--- src/hw/rtl/rbf_ram.sv ---
// ----------------------------------------------------------------------------
// rbf_ram
// Generic single-write, single-read RAM with a registered read port.
// ----------------------------------------------------------------------------
module rbf_ram #(
  parameter int WIDTH = 8,
  parameter int DEPTH = 16,
  parameter int AW    = (DEPTH > 1) ? $clog2(DEPTH) : 1
) (
  input  logic             clk_i,
  input  logic             we_i,
  input  logic [AW-1:0]    waddr_i,
  input  logic [WIDTH-1:0] wdata_i,
  input  logic             re_i,
  input  logic [AW-1:0]    raddr_i,
  output logic [WIDTH-1:0] rdata_o
);

  logic [WIDTH-1:0] mem_q [DEPTH];
  logic [WIDTH-1:0] rdata_q;

  always_ff @(posedge clk_i) begin
    if (we_i) begin
      mem_q[waddr_i] <= wdata_i;
    end
    if (re_i) begin
      rdata_q <= mem_q[raddr_i];
    end
  end

  assign rdata_o = rdata_q;

endmodule

--- config.mk ---
export PLATFORM = sky130hd
export DESIGN_NAME = rbf_ram
export DESIGN_NICKNAME = d
export VERILOG_FILES = /design/src/hw/rtl/rbf_ram.sv
export SDC_FILE = /design/constraint.sdc
export NUM_CORES = 1
export LEC_CHECK = 0
export ABC_AREA = 1
export BUFFER_PORTS_ARGS = -buffer_cell sky130_fd_sc_hd__buf_2
export CORE_MARGIN = 2
export CORE_UTILIZATION = 55
export DETAILED_ROUTE_END_ITERATION = 6
export GPL_ROUTABILITY_DRIVEN = 0
export PLACE_DENSITY_LB_ADDON = 0.05
export SYNTH_ARGS = -nofsm -noshare
export SYNTH_HDL_FRONTEND = slang
export SYNTH_SLANG_ARGS = --single-unit
--- constraint.sdc ---
create_clock -name clk_i -period 1.9 [get_ports clk_i]
set_clock_uncertainty 0.05 [all_clocks]
set_input_delay 0.38 -clock clk_i [delete_from_list [all_inputs] [get_ports clk_i]]
set_output_delay 0.38 -clock clk_i [all_outputs]
set_load 0.03 [all_outputs]
==> metrics.md <==
| Metric | Value |
|---|---|
| Run status | `finished with violations` |
| Failing checks | `DRC` |
| WP buf/inv | `1` |
| Worst Path Arrival | `1.14 ns` |
| Post-CTS Resized | `0` |
| Kind of critical path | `reg2out` |
| Post-synth EDFFs | `136` |
| Die area | `11500 sq um` |
| LEAKAGE | `2.96 nW` |
| Drc violations | `2` |
| Post-synthesis cell type count | `11` |
| Syn. warnings | `0` |
| Worst slew pin tran | `0.617 ns` |
| DR WL/cell | `17.7 microns` |
| Setup crit end kind | `output pin` |
| Fin crit share | `82.5%` |
| Ys flop type | `edfxtp_1` |
| Power, Total | `7.13 mW` |
| R2R Setup Slk | `0.72 ns` |
| NetSw | `1.51 mW` |
| Most frequent cell after synthesis | `nand2_1` |
| Number of buffers added on ports | `26` |
| Achievable Freq | `638 MHz` |
| Register area | `4080 sq um` |
| Synth area leader | `edfxtp_1` |
| Clock share of power | `46.0%` |
| CP Cell Sequence | `buf_2` |
| Share of cells above drive strength 1 | `13.3%` |
| Clock transition at path regs | `0.06 ns` |
| Switching fraction of total power | `21.2%` |
| Total CTS buffers | `17` |
| Crit path max-delay cell type | `edfxtp_1` |
| TritonCTS clock tree | `built` |
| Worst hold path class | `in2reg` |
| Power Density | `1050 nW/um^2` |
| Largest net degree at the start of global routing | `44` |
| Internal | `5.62 mW` |
| FFs w/ async S/R, synth | `0%` |
| Ant. Diodes | `0` |
| Total Wirelength | `13100 microns` |
| I/O Pins | `27` |
| Top cell type's share of synthesized area | `69.8%` |
| Row count | `37` |
| CTS sink cnt | `136` |
| Crit path launch type | `flop` |
| Worst path max stage delay | `0.42 ns` |
| Initial drt markers | `492` |
| Total Neg Setup Slack | `0 ns` |
| Multi-input gate area | `1210 sq um` |
| Max-slew headroom | `58.8%` |
| Most common library cells after synthesis | `nand2_1 (173), edfxtp_1 (136), inv_1 (100)` |
| Starting density of the core | `56.6%` |
| Synth Register Bits | `136` |
| Average size of a mapped cell | `10.6 sq um` |
| Clk Latency, worst-skew pair | `0.51 ns` |
| Seq/Total Area, Yosys | `69.8%` |
| Share of power burned in registers | `47.7%` |
| Crit path max-delay family | `flip-flops` |
| Maxcap violations | `0` |
| Fillers | `785` |
| Post-DRT Antenna Nets | `0` |
| GRT overflow | `0` |
| Fin crit period | `1.57 ns` |
| 1st-pass router iterations | `7` |
| Post-synth net total | `570` |
| Antenna violations before repair | `0` |
| CTS Buffer Depth | `2` |
| Vias in the first global route | `3670` |
| Post-CTS Setup Inserts | `0` |
| Crit-path max FO | `1` |
| Max VDD drop | `0.678 mV` |
| Req. time, crit path | `1.47 ns` |
| Vias/cell | `5.24` |
| Detailed placer's ending HPWL | `8060 microns` |
| Logic pwr share | `6.3%` |
| Detailed-route via count | `3900` |
| Core area | `10300 sq um` |
| Netlist Area Pre-Place | `5850 sq um` |
| Cells after Synth | `551` |
| Final Hold Vio Count | `0` |
| RSZ-0062 raised after global routing | `false` |
| Final Net Count | `614` |
| Die height | `107 microns` |
| Dominant cells by area after synthesis | `edfxtp_1 (70%), nand2_1 (11%), nand3_1 (8.3%)` |
| Root buf cell | `clkbuf_8` |
| Overall routing resource usage | `25.3%` |
| Hold-fix buffers, CTS | `0` |
| Final setup viols | `0` |
| Die width | `107 microns` |
| Syn-to-layout area delta | `16.3%` |
| # H-tree levels | `4` |
| Fin. max-slew vios | `0` |
| First-pass GRT wire length | `20700 microns` |
[kinds of logic (layout without fill, tap and decap cells)]
| family | after synthesis | in the layout | share of synthesized area [%] |
|---|---|---|---|
| flops | 136 | 136 | 69.8 |
| buf+inv | 126 | 183 | 9.39 |
| simple gates | 289 | 289 | 20.8 |
[power groups by stage]
stage	combinational (mW)	clock [mW]	sequential, mW
after floorplan	0.237	0	3.49
after global placement	0.440	0	3.46
after detailed placement	0.445	0	3.46
after CTS	0.448	3.32	3.40
after global routing	0.497	3.45	3.41
final	0.449	3.28	3.40
[registers in the layout (all words and copies together), names as in the netlist]
register,flops
mem_q,128
rdata_o,8
[area by class of cell]
type	count	share of cell area, %
sequential	136	60.0
clock buffer	17	6.09
clock inverter	15	2.70
multi-input combinational	289	17.8
timing repair buffer	49	5.19
tap	136	2.50
inverter	102	5.63
[cell usage in the layout, fill, tap and decap left out]
master and instances:
buf_2 26, buf_4 19, clkbuf_16 16, clkinv_4 1, clkinv_2 5, bufinv_16 4, clkinvlp_4 3, nor2_1 17
inv_1 100, nand3b_1 2, inv_2 2, clkbuf_8 1, clkinv_1 2, edfxtp_1 136, nand3_1 97, nand2_1 173
buf_12 4
[through the flow]
stage                     hold slack [ns]  utilization (%)  instance area, sq um  setup slack [ns]  instances
after CTS                           0.181             65.9                  6800             0.327        744
final                               0.197             65.9                  6800             0.333        744
after global routing                0.181             65.9                  6800             0.308        744
after detailed placement            0.694             60.1                  6200             0.253        712
after global placement              0.679             60.1                  6200             0.270        712
after floorplan                     0.429                -                  5850             0.519        551
[layer usage]
metal  up-vias  part of all wire [%]  track usage [%]
li1       1871                     -                -
met1      1815                    43             36.7
met2       199                    45             37.3
met3        15                    11             7.23
met4         0                   1.2             7.79
met5         -                     0                0
[final timing paths]
kind                     endpoint  cells past startpoint                   start
max                    rdata_o[2]                      1    rdata_o[2]$_DFFE_PP_
min          rdata_o[1]$_DFFE_PP_                      1                    re_i
min reg2reg  rdata_o[6]$_DFFE_PP_                      6   mem_q[2][6]$_DFFE_PP_
max reg2reg  rdata_o[6]$_DFFE_PP_                      6  mem_q[10][6]$_DFFE_PP_
(Power assumes the default switching activity.)
